File: src/design/mhpf_pkg.sv
package mhpf_pkg;

	// Frame control word in its standard bit layout, most significant field first.
	typedef struct packed {
		logic [1:0] src_mode;
		logic [1:0] version;
		logic [1:0] dst_mode;
		logic [1:0] unused_9_8;
		logic       reserved;
		logic       pan_comp;
		logic [1:0] unused_5_4;
		logic       security;
		logic [2:0] frame_type;
	} fc_t;

	typedef logic [1:0] addr_mode_t;

	localparam logic [2:0] FT_DATA      = 3'd1;
	localparam logic [1:0] FC_VERSION_0 = 2'd0;

	localparam addr_mode_t AM_NONE  = 2'd0;
	localparam addr_mode_t AM_RSVD  = 2'd1;
	localparam addr_mode_t AM_SHORT = 2'd2;
	localparam addr_mode_t AM_LONG  = 2'd3;

	localparam logic [15:0] BCAST_ID = 16'hffff;

	// Byte positions of the fixed header fields.
	localparam logic [7:0] POS_FC_LO    = 8'd0;
	localparam logic [7:0] POS_FC_HI    = 8'd1;
	localparam logic [7:0] POS_PAN_LO   = 8'd3;
	localparam logic [7:0] POS_PAN_HI   = 8'd4;
	localparam logic [7:0] POS_SADDR_LO = 8'd5;
	localparam logic [7:0] POS_SADDR_HI = 8'd6;
	localparam logic [7:0] POS_SRC_MIN  = 8'd2;
	localparam logic [7:0] POS_LAST     = 8'd255;

	// Frame control and sequence number bytes.
	localparam logic [4:0] FIXED_HDR_BYTES = 5'd3;
	localparam logic [8:0] NONCE_BYTES     = 9'd4;
	localparam logic [6:0] PAY_MAX         = 7'd127;

	typedef struct packed {
		logic       valid;
		logic [7:0] data;
		logic       last;
	} beat_t;

	typedef struct packed {
		logic        status;
		logic        is_broadcast;
		logic        source_is_long;
		logic [63:0] source_mac;
		logic [31:0] nonce_counter;
		logic [4:0]  header_length;
		logic [6:0]  payload_length;
	} result_t;

	function automatic logic [4:0] dest_len(input addr_mode_t mode);
		logic [4:0] r;
		r = 5'd0;
		if (mode == AM_SHORT) r = 5'd4;
		else if (mode == AM_LONG) r = 5'd10;
		return r;
	endfunction

	function automatic logic [4:0] src_len(input addr_mode_t mode, input logic comp);
		logic [4:0] r;
		r = 5'd0;
		if (mode == AM_SHORT) r = comp ? 5'd2 : 5'd4;
		else if (mode == AM_LONG) r = comp ? 5'd8 : 5'd10;
		return r;
	endfunction

endpackage

File: src/design/mhpf_in_reg.sv
module mhpf_in_reg import mhpf_pkg::*; (
	input  logic       clk,
	input  logic       arst_n,
	input  logic       in_valid,
	input  logic [7:0] in_data,
	input  logic       in_last,
	input  logic       advance,
	output logic       stall,
	output beat_t      beat
);

	logic       valid_s1;
	logic [7:0] data_s1;
	logic       last_s1;

	// The register takes a new beat when it is empty or its beat moves on.
	assign stall = valid_s1 && !advance;

	always_ff @(posedge clk or negedge arst_n) begin
		if (!arst_n) begin
			valid_s1 <= 1'b0;
		end else if (!stall) begin
			valid_s1 <= in_valid;
		end
	end

	always_ff @(posedge clk) begin
		if (!stall) begin
			data_s1 <= in_data;
			last_s1 <= in_last;
		end
	end

	assign beat = '{valid: valid_s1, data: data_s1, last: last_s1};

endmodule

File: src/design/mhpf_parse.sv
module mhpf_parse import mhpf_pkg::*; #(
	parameter int MIC_BYTES       = 4,
	parameter int MAX_FRAME_BYTES = 127
) (
	input  logic        clk,
	input  logic        arst_n,
	input  logic        cfg_wr_en,
	input  logic [15:0] cfg_wr_data,
	input  beat_t       beat,
	input  logic        advance,
	output result_t     result
);

	logic [7:0]  pos_q;
	fc_t         fc_q;
	logic [15:0] pan_q;
	logic [15:0] saddr_q;
	logic [63:0] lsrc_q;
	logic [31:0] tail_q;
	logic        ovl_q;
	logic [15:0] own_pan_q;

	fc_t         fc_n;
	logic [15:0] pan_n;
	logic [15:0] saddr_n;
	logic [63:0] lsrc_n;
	logic [31:0] tail_n;
	logic        ovl_n;
	logic [4:0]  src_off;
	logic        in_src;
	logic [2:0]  lane;
	logic [8:0]  len;
	logic [4:0]  hdr;
	logic [8:0]  need;
	logic [8:0]  pay;
	logic        ok;
	logic        bcast;

	always_comb begin
		fc_n    = fc_q;
		pan_n   = pan_q;
		saddr_n = saddr_q;
		unique case (pos_q)
			POS_FC_LO:    fc_n[7:0]     = beat.data;
			POS_FC_HI:    fc_n[15:8]    = beat.data;
			POS_PAN_LO:   pan_n[7:0]    = beat.data;
			POS_PAN_HI:   pan_n[15:8]   = beat.data;
			POS_SADDR_LO: saddr_n[7:0]  = beat.data;
			POS_SADDR_HI: saddr_n[15:8] = beat.data;
			default: ;
		endcase

		ovl_n = ovl_q || ({1'b0, pos_q} >= 9'(MAX_FRAME_BYTES));

		// The long source address starts after the destination fields and,
		// without compression, the source PAN identifier.
		src_off = FIXED_HDR_BYTES + dest_len(fc_n.dst_mode)
			+ (fc_n.pan_comp ? 5'd0 : 5'd2);
		in_src = (pos_q >= POS_SRC_MIN) && (fc_n.src_mode == AM_LONG)
			&& (pos_q >= {3'b000, src_off}) && (pos_q < ({3'b000, src_off} + 8'd8));
		lane   = 3'(pos_q - {3'b000, src_off});
		lsrc_n = lsrc_q;
		if (in_src) lsrc_n = lsrc_q | (64'(beat.data) << {lane, 3'b000});

		tail_n = {beat.data, tail_q[31:8]};

		len  = {1'b0, pos_q} + 9'd1;
		hdr  = FIXED_HDR_BYTES + dest_len(fc_n.dst_mode)
			+ src_len(fc_n.src_mode, fc_n.pan_comp);
		need = 9'(hdr) + NONCE_BYTES + 9'(MIC_BYTES);
		pay  = len - need;

		ok = !ovl_n && (len >= 9'd2) && (fc_n.frame_type == FT_DATA)
			&& !fc_n.security && !fc_n.reserved && (fc_n.version == FC_VERSION_0)
			&& (fc_n.dst_mode != AM_RSVD) && (fc_n.src_mode != AM_RSVD)
			&& !(fc_n.pan_comp && ((fc_n.dst_mode == AM_NONE) || (fc_n.src_mode == AM_NONE)))
			&& (len >= need);

		bcast = (fc_n.dst_mode == AM_SHORT)
			&& ((pan_n == BCAST_ID) || ((pan_n == own_pan_q) && (saddr_n == BCAST_ID)));

		result = '0;
		if (ok) begin
			result.is_broadcast   = bcast;
			result.source_is_long = (fc_n.src_mode == AM_LONG);
			result.source_mac     = (fc_n.src_mode == AM_LONG) ? lsrc_n : 64'd0;
			result.nonce_counter  = tail_n;
			result.header_length  = hdr;
			result.payload_length = (pay > 9'(PAY_MAX)) ? PAY_MAX : pay[6:0];
		end else begin
			result.status = 1'b1;
		end
	end

	always_ff @(posedge clk or negedge arst_n) begin
		if (!arst_n) begin
			own_pan_q <= 16'd0;
		end else if (cfg_wr_en) begin
			own_pan_q <= cfg_wr_data;
		end
	end

	always_ff @(posedge clk or negedge arst_n) begin
		if (!arst_n) begin
			pos_q   <= 8'd0;
			fc_q    <= '0;
			pan_q   <= 16'd0;
			saddr_q <= 16'd0;
			lsrc_q  <= 64'd0;
			tail_q  <= 32'd0;
			ovl_q   <= 1'b0;
		end else if (advance) begin
			if (beat.last) begin
				pos_q   <= 8'd0;
				fc_q    <= '0;
				pan_q   <= 16'd0;
				saddr_q <= 16'd0;
				lsrc_q  <= 64'd0;
				tail_q  <= 32'd0;
				ovl_q   <= 1'b0;
			end else begin
				pos_q   <= (pos_q == POS_LAST) ? pos_q : pos_q + 8'd1;
				fc_q    <= fc_n;
				pan_q   <= pan_n;
				saddr_q <= saddr_n;
				lsrc_q  <= lsrc_n;
				tail_q  <= tail_n;
				ovl_q   <= ovl_n;
			end
		end
	end

	a_clear_after_last: assert property (@(posedge clk) disable iff (!arst_n)
		advance && beat.last |=> (pos_q == 8'd0) && !ovl_q && (lsrc_q == 64'd0))
		else $error("frame state not cleared after the last beat");

	a_ovl_pos: assert property (@(posedge clk) disable iff (!arst_n)
		ovl_q |-> ({1'b0, pos_q} >= 9'(MAX_FRAME_BYTES)))
		else $error("overlength flag set below the frame limit");

	a_src_only_long: assert property (@(posedge clk) disable iff (!arst_n)
		(lsrc_q != 64'd0) |-> (fc_q.src_mode == AM_LONG))
		else $error("source address captured for a frame without long source");

endmodule

File: src/design/mhpf_out_reg.sv
module mhpf_out_reg import mhpf_pkg::*; (
	input  logic    clk,
	input  logic    arst_n,
	input  logic    load,
	input  result_t result,
	input  logic    out_stall,
	output logic    out_valid,
	output logic    free,
	output result_t held
);

	logic    valid_q;
	result_t res_q;

	// A slot is free when empty or when its beat is taken this cycle.
	assign free = !valid_q || !out_stall;

	always_ff @(posedge clk or negedge arst_n) begin
		if (!arst_n) begin
			valid_q <= 1'b0;
		end else if (load) begin
			valid_q <= 1'b1;
		end else if (!out_stall) begin
			valid_q <= 1'b0;
		end
	end

	always_ff @(posedge clk) begin
		if (load) res_q <= result;
	end

	assign out_valid = valid_q;
	assign held      = res_q;

endmodule

File: src/design/mac_header_parser_filter_top.sv
// Channel   | Direction | Handshake          | Payload
// input     | in        | in_valid/in_stall  | frame_byte, last_byte
// output    | out       | out_valid/out_stall| status ... payload_length
// config    | in        | cfg_wr_en          | cfg_wr_data (own PAN identifier)
//
// The block accepts a byte in every cycle unless a final byte waits for the output slot.
// A result appears on the output once its last byte has passed the input register:
// the byte is held in the input register, and the parse logic loads the output
// register from it as soon as the output slot is free.
// Reset is asynchronous and active low; it clears the frame state and PAN ID.
// While a result waits under out_stall, non-final bytes keep flowing; only a
// final byte waits in the input register until the output slot frees.
module mac_header_parser_filter_top import mhpf_pkg::*; #(
	parameter int MIC_BYTES       = 4,
	parameter int MAX_FRAME_BYTES = 127
) (
	input  logic        clk,
	input  logic        arst_n,
	input  logic        cfg_wr_en,
	input  logic [15:0] cfg_wr_data,
	input  logic        in_valid,
	output logic        in_stall,
	input  logic [7:0]  frame_byte,
	input  logic        last_byte,
	output logic        out_valid,
	input  logic        out_stall,
	output logic        status,
	output logic        is_broadcast,
	output logic        source_is_long,
	output logic [63:0] source_mac,
	output logic [31:0] nonce_counter,
	output logic [4:0]  header_length,
	output logic [6:0]  payload_length
);

	beat_t   beat;
	result_t result;
	result_t held;
	logic    out_free;
	logic    advance;
	logic    load;

	// A byte in the input register moves on at once unless it ends a frame
	// and the output slot is still occupied by an untaken result.
	assign advance = beat.valid && (!beat.last || out_free);
	assign load    = advance && beat.last;

	mhpf_in_reg u_in (
		.clk     (clk),
		.arst_n  (arst_n),
		.in_valid(in_valid),
		.in_data (frame_byte),
		.in_last (last_byte),
		.advance (advance),
		.stall   (in_stall),
		.beat    (beat)
	);

	mhpf_parse #(
		.MIC_BYTES      (MIC_BYTES),
		.MAX_FRAME_BYTES(MAX_FRAME_BYTES)
	) u_parse (
		.clk        (clk),
		.arst_n     (arst_n),
		.cfg_wr_en  (cfg_wr_en),
		.cfg_wr_data(cfg_wr_data),
		.beat       (beat),
		.advance    (advance),
		.result     (result)
	);

	mhpf_out_reg u_out (
		.clk      (clk),
		.arst_n   (arst_n),
		.load     (load),
		.result   (result),
		.out_stall(out_stall),
		.out_valid(out_valid),
		.free     (out_free),
		.held     (held)
	);

	assign status         = held.status;
	assign is_broadcast   = held.is_broadcast;
	assign source_is_long = held.source_is_long;
	assign source_mac     = held.source_mac;
	assign nonce_counter  = held.nonce_counter;
	assign header_length  = held.header_length;
	assign payload_length = held.payload_length;

	a_no_overwrite: assert property (@(posedge clk) disable iff (!arst_n)
		load |-> (!out_valid || !out_stall))
		else $error("result loaded over an untaken result");

	a_invalid_zero: assert property (@(posedge clk) disable iff (!arst_n)
		out_valid && status |-> !is_broadcast && !source_is_long && (source_mac == 64'd0)
			&& (nonce_counter == 32'd0) && (header_length == 5'd0)
			&& (payload_length == 7'd0))
		else $error("invalid result carries nonzero fields");

	a_load_sets_valid: assert property (@(posedge clk) disable iff (!arst_n)
		load |=> out_valid)
		else $error("loaded result not presented");

endmodule

File: config.mk
export PLATFORM = sky130hd
export DESIGN_NAME = mac_header_parser_filter_top
export DESIGN_NICKNAME = d
export VERILOG_FILES = /design/src/design/mhpf_pkg.sv /design/src/design/mhpf_in_reg.sv /design/src/design/mhpf_parse.sv /design/src/design/mhpf_out_reg.sv /design/src/design/mac_header_parser_filter_top.sv
export SDC_FILE = /design/constraint.sdc
export NUM_CORES = 1
export LEC_CHECK = 0
export BUFFER_PORTS_ARGS = -buffer_cell sky130_fd_sc_hd__buf_4
export CORE_MARGIN = 2
export CORE_UTILIZATION = 40
export DETAILED_ROUTE_END_ITERATION = 10
export PLACE_DENSITY = 0.66
export SKIP_LAST_GASP = 1
export SLEW_MARGIN = 20
export SYNTH_ARGS = -nofsm -noshare
export SYNTH_HDL_FRONTEND = slang
export SYNTH_SLANG_ARGS = --single-unit
export TNS_END_PERCENT = 30
File: constraint.sdc
create_clock -name clk -period 12.4 [get_ports clk]
set_input_delay 1.24 -clock clk [delete_from_list [all_inputs] [get_ports clk]]
set_output_delay 1.24 -clock clk [all_outputs]
set_load 0.05 [all_outputs]
==> impl_summary.txt, run 1 <==
----------------------------------------------------
[Outcome]
  Result of the run ... complete, no violations

[Timing]
  Post-route worst hold slack ... 458 ps
  Max Transition Viols Final ... 0
  Largest clock skew in the final design ... ~13 ps
  RSZ-0062 raised after global routing ... no
  Tightest Pin Transition ... 951 ps
  Clock period minus worst slack ... around 6600 ps
  Setup TNS after final layout ... 0 ps
  Period utilization ... between 50% and 60%
  Total count of hold-check failures in the final report ... 0
  Worst relative slew slack ... between 30 and 40%
  Finish-stage setup viols ... 0
  Max Fclk ... between 150 and 200 MHz

[Yosys]
  Post-synth top flop ... dfrtp_1
  Cells after synthesis ... around 1,200
  Area share of the leading cell type in the synthesized netlist ... between 30 and 40%
  Biggest area contributors in the synthesized netlist ... dfrtp_1 (31%), edfxtp_1 (28%), nand2_1 (5.7%)
  Warning count from the yosys run ... 0
  Library cell with the largest summed area after synthesis ... dfrtp_1
  Proportion of synthesized flip-flops having asynchronous set or reset ... 57.0%
  Post-synth EDFFs ... 120
  Fraction of the yosys area taken by sequential cells ... approximately three fifths
  Netlist Area Pre-Place ... around 13,000 um2
  Top-count cell post-synth ... nand2_1
  Most common library cells after synthesis ... nand2_1 (196), dfrtp_1 (159), edfxtp_1 (120), o21ai_0 (114), nor2_1 (104)
  Number of distinct library cells after synthesis ... 68
  Post-Synthesis Mean Instance Area ... 10.7 um2
  #FFs+latches synth ... about 280

[CTS]
  CTS clock-pin slew for the worst setup and hold paths ... 60 ps
  Count of hold buffers inserted by post-cts repair ... 0
  Number of H-tree levels ... 1
  CTS tree ... built
  Cell chosen for the clock root ... clkbuf_16
  Inserted Clock Buffers ... 30
  Clock latency of the later-clocked register in the worst-skew pair ... roughly 550 ps
  Post-CTS repair timing setup buffer count ... 0
  TritonCTS Sinks ... between 200 and 300
  Maximum count of clock buffers along a single path ... 3
  Resized Gates After CTS ... 0

[Setup path]
  Ordered list of cells on the worst path ... inv_1 > ha_1 > nor3b_1 > nand2_2 > mux2i_1 > nand2_1 > nor2_1 > inv_1 > fa_1 > xnor2_1 > ha_1 > inv_1 > ha_1 > nand4_1 > o311a_1 > a2111oi_4 > buf_4 > and2_2 > buf_4 > o21a_1
  Launching element type of the critical path ... register
  Crit-path slowest cell ... dfrtp_1
  Crit path buf inv count ... 5
  Worst EP required ... 12,820 ps
  Class of the most critical setup path ... register to register
  Worst Path Arrival ... between 7000 and 8000 ps
  Slowest Stage Delay on Critical Path ... 830 ps
  Kind of capture point of the worst setup path ... register
  Worst path top cell family by delay ... buffers and inverters
  Max FO, Critical Path ... 65

[GRT]
  Initial antenna violation count ... 0
  Wire length of the first global-routing pass ... 52.3 mm
  Via count of the first global-routing pass ... between 9,000 and 10,000
  Gr usage total ... 19.6%
  Grt total ovfl ... 0
  Pin count of the biggest net entering global routing ... 94

[Finish]
  Layout fillers ... slightly below 3,000
  Final layout net count ... ~1,400
  Number of antenna diodes ... 0
  Area delta synth->final ... 18.2%
  Layout cells sized above 1 ... between 10% and 20%
  Number of cells in the finished layout apart from fillers ... approximately 1,700

[Floorplanning]
  # rows ... 65
  Initial Utilization ... approximately two fifths
  Core Area ... about 32,000 um2
  Die Outline Area ... around 34,000 um2
  Die width ... approximately 180 um
  Die boundary height ... 183 um
  Top-Level Pins ... between 100 and 150

[Detailed routing]
  Final antenna-violating net count ... 0
  Routed length per placed instance ... approximately 19 um
  Count of unresolved DRC violations after routing ... 0
  Iteration count of the initial detailed-routing pass ... 6
  Number of vias per cell ... approximately 5.5
  DRC marker count from the first detailed-route iteration ... 828
  Drt total wl ... 33.0 mm
  Total number of vias ... between 9,000 and 10,000

[Pwr]
  Total power after layout ... 2460 uW
  Power per standard cell area ... 162 nW/um2
  Static leakage power ... between 0.006 and 0.007 uW
  Maximum VDD drop ... 0.104 mV

[Placement]
  Placed wire-length estimate ... roughly 21 mm
  Number of port buffers ... around 140
  Routability-driven placement congestion ratio ... between 0.8 and 0.9
  Cell Count Post-Placement ... between 1,500 and 2,000

[Job]
  Max-capacitance violation count ... 0

[Worst hold path]
  Hold/Removal Path Class ... register to register

----------------------------------------------------
## cell families after synthesis
family	after synthesis	synth area share [%]
compound gates	297	15.0
xor+xnor	32	2.18
fa+ha+maj	27	2.75
buf+inv	102	3.33
flops	279	59.0
mux	23	1.92
other cells	1	0.0292
simple gates	441	15.8
## stage by stage
step,util [%],setup WS [ps],cell area (um2)
floorplan,-,7200,12900
global placement,45.0,5940,14200
detailed placement,45.0,5780,14200
CTS,48.1,5770,15200
global route,48.1,5200,15200
finish,48.1,5750,15200
## worst min-delay path, stage by stage (launching register included)
cell     delay [ps]
dfrtp_1         330
nand2_1          50
nand2_1          40
## power breakdown
group	internal (uW)	switching [uW]	leakage, uW	total (uW)
sequential	1040	74.9	0.00331	1110
combinational	157	306	0.00264	463
clock	519	368	0.000487	886
total	1710	749	0.00644	2460
## per-layer routing
layer / share of wire (%) / GRT usage (%)
met3: 6.4 / 3.61
met5: 0 / 0
met2: 46 / 30.9
met4: 2.3 / 5.60
met1: 45 / 27.8
## cells in the final DEF, fill, tap and decap left out, types with 20 or more instances in the layout
cell       count
clkbuf_16     32
dfrtp_1      158
nor2_1       104
o21a_1        68
inv_1         30
nand3_1       28
o21ai_0      114
edfxtp_1     120
and2_1        37
ha_1          25
a21oi_1       30
nand3b_1      20
nand2_1      194
buf_4        151
## flip-flops by register name, summed over array words and instances, names as in the netlist
name	flops
u_parse.tail_q	24
u_out.held	111
u_parse.pos_q	8
u_parse.own_pan_q	16
u_parse.fc_q	12
u_parse.lsrc_q	64
u_parse.ovl_q	1
u_in.last_s1	1
u_out.out_valid	1
u_parse.saddr_q	16
u_in.valid_s1	1
u_in.data_s1	8
u_parse.pan_q	16
## cell type report
type / instances / area (um2) / area share, %
sequential: 279 / 7580 / 49.9
multi-input combinational: 822 / 4850 / 31.9
timing repair buffer: 152 / 1140 / 7.54
clock buffer: 43 / 892 / 5.88
tap: 402 / 503 / 3.31
inverter: 31 / 119 / 0.783
clock inverter: 13 / 93.8 / 0.618
## worst paths after layout
path | from | end | slack (ps) | depth (start not counted)
worst max-delay path | u_parse.pos_q[0] | u_out.held[78] | 5750 | 20
max in group asynchronous | arst_n | u_parse.lsrc_q[8] | 10250 | 2
worst min register to register | u_parse.tail_q[8] | u_parse.tail_q[8] | 460 | 2
worst min-delay path | u_parse.tail_q[8] | u_parse.tail_q[8] | 460 | 2
min in group asynchronous | arst_n | u_parse.saddr_q[4] | 750 | 1
worst max register to register | u_parse.pos_q[0] | u_out.held[78] | 5750 | 20
Note: power is estimated with default switching activity, not from simulation.
==> inputs of run 2 (changes only) <==
==> constraint.sdc (replaced) <==
create_clock -name clk -period 6.54 [get_ports clk]
set_input_delay 0.654 -clock clk [delete_from_list [all_inputs] [get_ports clk]]
set_output_delay 0.654 -clock clk [all_outputs]
set_load 0.05 [all_outputs]
==> run 2 against run 1 <==
- non-clock buffer count increased by 5
- sequential power increased by 89%
- final cell count about the same
- wire length about the same
- sequential share of layout area about the same
- final area about the same
- maximum frequency increased by 15%
- clock power increased by 82%
- via count decreased by 0.97%
- setup slack got worse by 5000 ps
- die area unchanged
- largest power group unchanged
==> impl_summary.txt, run 2 (synthesis results as in run 1) <==
----------------------------------------------------
[CTS]
  Cell chosen for the clock root ... clkbuf_16
  CTS tree ... built
  Inserted Clock Buffers ... 29
  Resized Gates After CTS ... 0
  Clock latency of the later-clocked register in the worst-skew pair ... ~550 ps
  Post-CTS repair timing setup buffer count ... 0
  Number of H-tree levels ... 1
  Maximum count of clock buffers along a single path ... 3
  TritonCTS Sinks ... 279
  Count of hold buffers inserted by post-cts repair ... 0
  CTS clock-pin slew for the worst setup and hold paths ... 60 ps

[Floorplanning]
  Die width ... approximately 180 um
  Die Outline Area ... 33,600 um2
  # rows ... 65
  Core Area ... approximately 32,000 um2
  Initial Utilization ... about two fifths
  Die boundary height ... around 180 um
  Top-Level Pins ... approximately 140

[Finish]
  Final layout net count ... 1,377
  Area delta synth->final ... 18.3%
  Number of flip-flops in the largest register ... roughly 110
  Number of antenna diodes ... 0
  Layout cells sized above 1 ... about 17%
  Most common cell after layout, fill and taps aside ... nand2_1
  Final cell utilization of the core ... approximately half
  Cell area after layout ... about 15,000 um2
  Layout fillers ... roughly 2,900
  Leading cell types in the layout, fill and taps excluded ... nand2_1 (194), dfrtp_1 (159), buf_4 (154)

[Timing]
  Tightest Pin Transition ... 961 ps
  Max Transition Viols Final ... 0
  RSZ-0062 raised after global routing ... no
  Finish-stage setup viols ... 0
  Max Fclk ... approximately 170 MHz
  Largest clock skew in the final design ... 16.6 ps
  Clock period minus worst slack ... around 5800 ps
  Setup TNS after final layout ... 0 ps
  Worst relative slew slack ... 35.9%
  Period utilization ... between 80% and 90%
  Total count of hold-check failures in the final report ... 0

[Setup path]
  Crit-path slowest cell ... a221oi_1
  Worst path top cell family by delay ... compound AO/OA/AOI/OAI gates
  Worst Path Arrival ... between 6000 and 7000 ps
  Kind of capture point of the worst setup path ... register
  Startpoint of the lowest-slack register-to-register path ... u_parse.pos_q[4]
  Max FO, Critical Path ... 15
  Depth of the critical timing path with buffers and inverters included ... 15
  Timing startpoint of the critical path ... u_parse.pos_q[4]
  Launching element type of the critical path ... register
  Class of the most critical setup path ... register to register
  Ordered list of cells on the worst path ... nor4_4 > nand3_1 > o21ai_0 > and2_1 > inv_1 > ha_1 > xnor2_1 > ha_1 > a21o_1 > a21o_1 > a21o_1 > a221oi_1 > and3_1 > nand2_1 > o21ai_0
  Path depth of the worst reg2reg path ... 15
  Crit path buf inv count ... 1
  Worst EP required ... between 6000 and 7000 ps
  Slowest Stage Delay on Critical Path ... ~830 ps
  Most frequent cell on the critical path ... a21o_1
  Register-to-Register Setup Slack ... about 750 ps

[Pwr]
  Power per standard cell area ... between 300 and 400 nW/um2
  Total power after layout ... between 4000 and 5000 uW
  Maximum VDD drop ... around 0.20 mV
  Static leakage power ... approximately 0.0065 uW

[Detailed routing]
  Number of vias per cell ... between 5 and 6
  Routed metal-1 wire length ... between 10 and 15 mm
  Final antenna-violating net count ... 0
  DRC marker count from the first detailed-route iteration ... a little over 800
  Count of unresolved DRC violations after routing ... 0
  Routed length per placed instance ... between 15 and 20 um
  Total number of vias ... approximately 9,400
  Sum of met2 wire segment lengths after detailed routing ... 15.3 mm
  Highest routing layer actually used ... met4
  Met3 routed WL ... between 2 and 2.5 mm
  Iteration count of the initial detailed-routing pass ... 7
  Drt total wl ... 33.1 mm

[GRT]
  Pin count of the biggest net entering global routing ... between 90 and 100
  Wire length of the first global-routing pass ... around 52 mm
  Initial antenna violation count ... 0
  Via count of the first global-routing pass ... a little over 9,000
  Gr usage total ... around a fifth
  Grt total ovfl ... 0

[Placement]
  Total placed instance area ... between 10,000 and 15,000 um2
  Number of port buffers ... 142
  Placed wire-length estimate ... 21.5 mm
  Routability-driven placement congestion ratio ... between 0.8 and 0.9

[Outcome]
  Result of the run ... complete, no violations

[Job]
  Max-capacitance violation count ... 0

[Worst hold path]
  Hold/Removal Path Class ... input port to async pin

----------------------------------------------------
run 2: routing by layer:
metal	track usage [%]	up-vias
met3	2.80	60
met4	5.66	0
li1	-	4460
met1	28.4	4603
met5	0	-
met2	30.6	297
run 2: final timing paths:
kind,endpoint
min reg2reg,u_parse.tail_q[11]
max,u_parse.lsrc_q[3]
max in group asynchronous,u_parse.lsrc_q[57]
max reg2reg,u_parse.lsrc_q[3]
min,u_parse.saddr_q[4]
min in group clk,u_in.data_s1[3]
run 2: layout make-up:
cell class	instances	area, um2	area share (%)
Multi-Input combinational cell	822	4850	31.9
Tap cell	402	503	3.31
Inverter	31	119	0.782
Clock buffer	39	843	5.55
Sequential cell	279	7580	49.9
Clock inverter	13	91.3	0.601
Timing Repair Buffer	157	1210	7.95
run 2: where the power goes:
group          internal [uW]  switching [uW]
registers               1970             136
clock network            936             676
logic                    301             590
run 2: through the flow:
| step | instances | worst slack, ps | hold slack, ps |
|---|---|---|---|
| floorplan | 1203 | 1340 | 358 |
| global placement | 1691 | 1040 | 441 |
| detailed placement | 1691 | 941 | 448 |
| CTS | 1743 | 911 | 249 |
| global route | 1743 | 235 | 273 |
| finish | 1743 | 753 | 202 |
